[src/hw/rtl/gmax_pkg.sv]
// Shared constants, action codes and control structs for the grouped max block.
package gmax_pkg;

    // Default sizes handed to the top level parameters
    localparam int BIN_COUNT_DEF  = 1024;
    localparam int VALUE_BITS_DEF = 32;

    // Fixed field widths
    localparam int ACTION_W = 2;
    localparam int SAMPLE_W = 32;
    localparam int BIN_W    = 10;
    localparam int POS_W    = 32;
    localparam int CFG_W    = 11;

    // Reset value of the bins-in-use register
    localparam logic [CFG_W-1:0] BINS_RESET = 11'd1024;

    // Input action codes
    typedef enum logic [ACTION_W-1:0] {
        ACT_CLEAR = 2'd0,
        ACT_ACCUM = 2'd1,
        ACT_READ  = 2'd2,
        ACT_NONE  = 2'd3
    } action_t;

    // Controller to datapath commands
    typedef struct packed {
        logic take;      // input transfer this cycle
        logic sweep_en;  // write one zero entry of the clearing pass
        logic finish;    // complete the held item this cycle
    } cmd_t;

    // Datapath to controller status
    typedef struct packed {
        logic sweep_last; // clearing pass is at its final entry
        logic held_read;  // held item is a read
        logic out_busy;   // result register full and not taken this cycle
    } sts_t;

endpackage

[src/hw/rtl/gmax_ctrl.sv]
// Controller state machine: input handshake, clearing pass and item sequencing.
module gmax_ctrl
    import gmax_pkg::*;
(
    input  logic                clk,
    input  logic                rst_n,
    input  logic                in_valid,
    output logic                in_ready,
    input  logic [ACTION_W-1:0] action,
    input  sts_t                sts,
    output cmd_t                cmd
);

    typedef enum logic [1:0] {
        ST_SWEEP,
        ST_IDLE,
        ST_EVAL
    } state_t;

    state_t state_reg;
    state_t state_next;
    logic   take;
    logic   finish;

    // Decode handshake and completion
    assign in_ready = (state_reg == ST_IDLE);
    assign take     = in_valid && in_ready;
    assign finish   = (state_reg == ST_EVAL) && !(sts.held_read && sts.out_busy);

    assign cmd.take     = take;
    assign cmd.sweep_en = (state_reg == ST_SWEEP);
    assign cmd.finish   = finish;

    // Next state
    always_comb
    begin
        state_next = state_reg;
        case (state_reg)
            ST_SWEEP:
            begin
                if (sts.sweep_last)
                begin
                    state_next = ST_IDLE;
                end
            end
            ST_IDLE:
            begin
                if (take)
                begin
                    case (action)
                        ACT_CLEAR: state_next = ST_SWEEP;
                        ACT_ACCUM: state_next = ST_EVAL;
                        ACT_READ:  state_next = ST_EVAL;
                        default:   state_next = ST_IDLE;
                    endcase
                end
            end
            ST_EVAL:
            begin
                if (finish)
                begin
                    state_next = ST_IDLE;
                end
            end
            default: state_next = ST_SWEEP;
        endcase
    end

    // Hold state; reset starts the clearing pass
    always_ff @(posedge clk or negedge rst_n)
    begin
        if (!rst_n)
        begin
            state_reg <= ST_SWEEP;
        end
        else
        begin
            state_reg <= state_next;
        end
    end

endmodule

[config.mk]
export PLATFORM = sky130hd
export DESIGN_NAME = gmax_ctrl
export DESIGN_NICKNAME = d
export VERILOG_FILES = /design/src/hw/rtl/gmax_pkg.sv /design/src/hw/rtl/gmax_ctrl.sv
export SDC_FILE = /design/constraint.sdc
export NUM_CORES = 1
export LEC_CHECK = 0
export BUFFER_PORTS_ARGS = -buffer_cell sky130_fd_sc_hd__buf_2
export CAP_MARGIN = 20
export CORE_AREA = 2 2 39 41
export CTS_BUF_LIST = sky130_fd_sc_hd__clkbuf_4 sky130_fd_sc_hd__clkbuf_8 sky130_fd_sc_hd__clkbuf_16
export DETAILED_ROUTE_END_ITERATION = 10
export DIE_AREA = 0 0 41 43
export GPL_ROUTABILITY_DRIVEN = 0
export HOLD_SLACK_MARGIN = 0.12
export PLACE_DENSITY_LB_ADDON = 0.25
export SYNTH_ARGS = -nofsm -noshare
export SYNTH_HDL_FRONTEND = slang
export SYNTH_SLANG_ARGS = --single-unit
[constraint.sdc]
create_clock -name clk -period 2.3 [get_ports clk]
set_input_delay 0.23 -clock clk [delete_from_list [all_inputs] [get_ports clk]]
set_output_delay 0.23 -clock clk [all_outputs]
set_load 0.01 [all_outputs]
==> flow_summary.toml <==
[timing]
setup-violations-final = 0
worst_slew_pin_slew_ps = 167
clock_skew_ps = 3.96
hold_viol_final = 0
fin_tns_setup_ps = 0
fmax_mhz = 768
slew_headroom_pct = 88.9
fin_crit_sh_pct = 56.6
rsz0062_at_grt = "no"
setup_slack_ps = 998
fin_crit_ps = 1300
slew_viol_final = 0

[clocking]
cts_buffer_depth = 2
htreeDepth = 1
cts_hold_buf = 1
postCtsSetupBuffers = 0
cts_tree = "done"
path_clk_slew_ps = 30
clockRootBuffer = "clkbuf_4"
insertion_delay_ps = 220
cts_buffers = 3
cts_resized = 0
numClockSinks = 2

[floorplan]
dieArea_um2 = 1760
num_rows = 14
fp.coreArea_um2 = 1380
die-width_um = 41
dieHeight_um = 43
start_util_pct = 10.8
ioPinCount = 12

[logic_synthesis]
netlist_area_um2 = 150
synth_top_area_share_pct = 33.3
ys_seq_area_share_pct = 33.3
synth_flop_cell = "dfrtp_1"
synth.distinct_cells = 13
synth_largest_area_cell = "dfrtp_1"
ys_seq_elements = 2
async_flop_share_pct = 100
synth_area_leaders = "dfrtp_1, buf_4, and3_1"
synth_edf_count = 0
ys_warn_count = 0
ys_top_cells_by_count = "and3_1, buf_4, dfrtp_1"
synth_nets = 25
syn_inst = 16
avgSynthCellArea_um2 = 9.38

[final_layout]
largest_reg_flops = 2
drive_gt1_share_pct = 55.2
n_antenna_cell = 0
design_area_um2 = 243
area_growth_pct = 61.7
instances_no_fill = 45
final_net_count = 40
final_util_pct = 17.5

[route]
drc = 0
drt-initial-drc-count = 2
post_drt_wl_per_cell_um = 8.87
vias = 157
firstDrtPassIters = 2
drt_wl_total_um = 399
ant_nets = 0
viasPerCell = 3.49

[placed_design]
post_dp_cell_area_um2 = 210
post-place-ws_ps = 1230
port_buffers = 11
dp_hpwl_um = 320
dp_cells = 41

[worst_setup_path]
cp_data_required_time_ps = 2070
path_buf_inv = 1
cpPeakStageDelay_ps = 390
crit_slowest_cell = "dfrtp_1"
end_kind = "output port"
cpLargestDelayFamily = "flip-flops"
crit_path_start = "state_reg[0]"
arrival_ps = 1070
crit_chain = "nor2b_2, and2_1, buf_2"
path_max_fanout = 4
crit-reg2reg-launch = "state_reg[0]"
critPathKind = "reg -> out"
critPathLaunchType = "flop"

[global_route]
grt.overflow.total = 0
grt_pass1_wl_um = 593
first_global_vias = 156
grt_max_degree = 6
antenna_found_initial = 0
grtUsageTotal_pct = 5.73

[job]
cap_violations = 0

[power]
leakage_uw = 0.000141
ir_worst_vdd_mv = 0.314
powerDensity_nw_per_um2 = 985

[min_path]
hold_path_startpoint = "in_valid"
hold_path_class = "in -> reg"

[outcome]
status = "complete, no violations"
[layout make-up]
cell class                      count  area [µm²]
Clock buffer                        3        22.5
Fill cell                         157        1140
Inverter                            1        3.75
Multi-Input combinational cell     11        81.3
Sequential cell                     2        50.0
Tap cell                           16        20.0
Timing Repair Buffer               12        65.1
[where the power goes]
group / internal (µW) / switching, µW
Sequential: 48.1 / 13.4
Combinational: 51.2 / 48.5
Clock: 57.6 / 20.1
[worst paths after layout]
check,end,slack [ps],cells past startpoint
max,cmd[2],1000,3
min,state_reg[1],300,2
max reg2reg,state_reg[1],1360,2
min reg2reg,state_reg[0],600,2
max in group asynchronous,state_reg[0],1890,2
min in group asynchronous,state_reg[1],320,2
[through the flow]
step	total power (µW)	hold WS [ps]
floorplan	130	-65.6
global placement	160	16.1
detailed placement	162	17.1
CTS	247	294
global route	262	302
finish	239	295
[cells in the final DEF, fill, tap and decap left out]
cell type and n:
ha_1 1, buf_2 11, clkbuf_4 3, dfrtp_1 2, and3_1 2, dlygate4sd3_1 1, nor2b_2 1, and2_1 1
nor2_1 1, a32o_2 1, inv_1 1, o2bb2ai_1 1, nand2_1 1, o21bai_1 1, nand2b_1 1
[layer usage]
metal | vias to the layer above | track usage [%] | share of wire [%]
met4 | 0 | 6.00 | 0
li1 | 81 | - | -
met1 | 66 | 6.13 | 44
met3 | 0 | 4.71 | 19
met5 | - | 0 | 0
met2 | 10 | 6.25 | 37
[logic make-up after synthesis]
group | share of synthesized area [%]
simple gates | 27.5
compound gates | 18.3
buf+inv | 12.5
flops | 33.3
fa+ha+maj | 8.33
(Power assumes the default switching activity.)
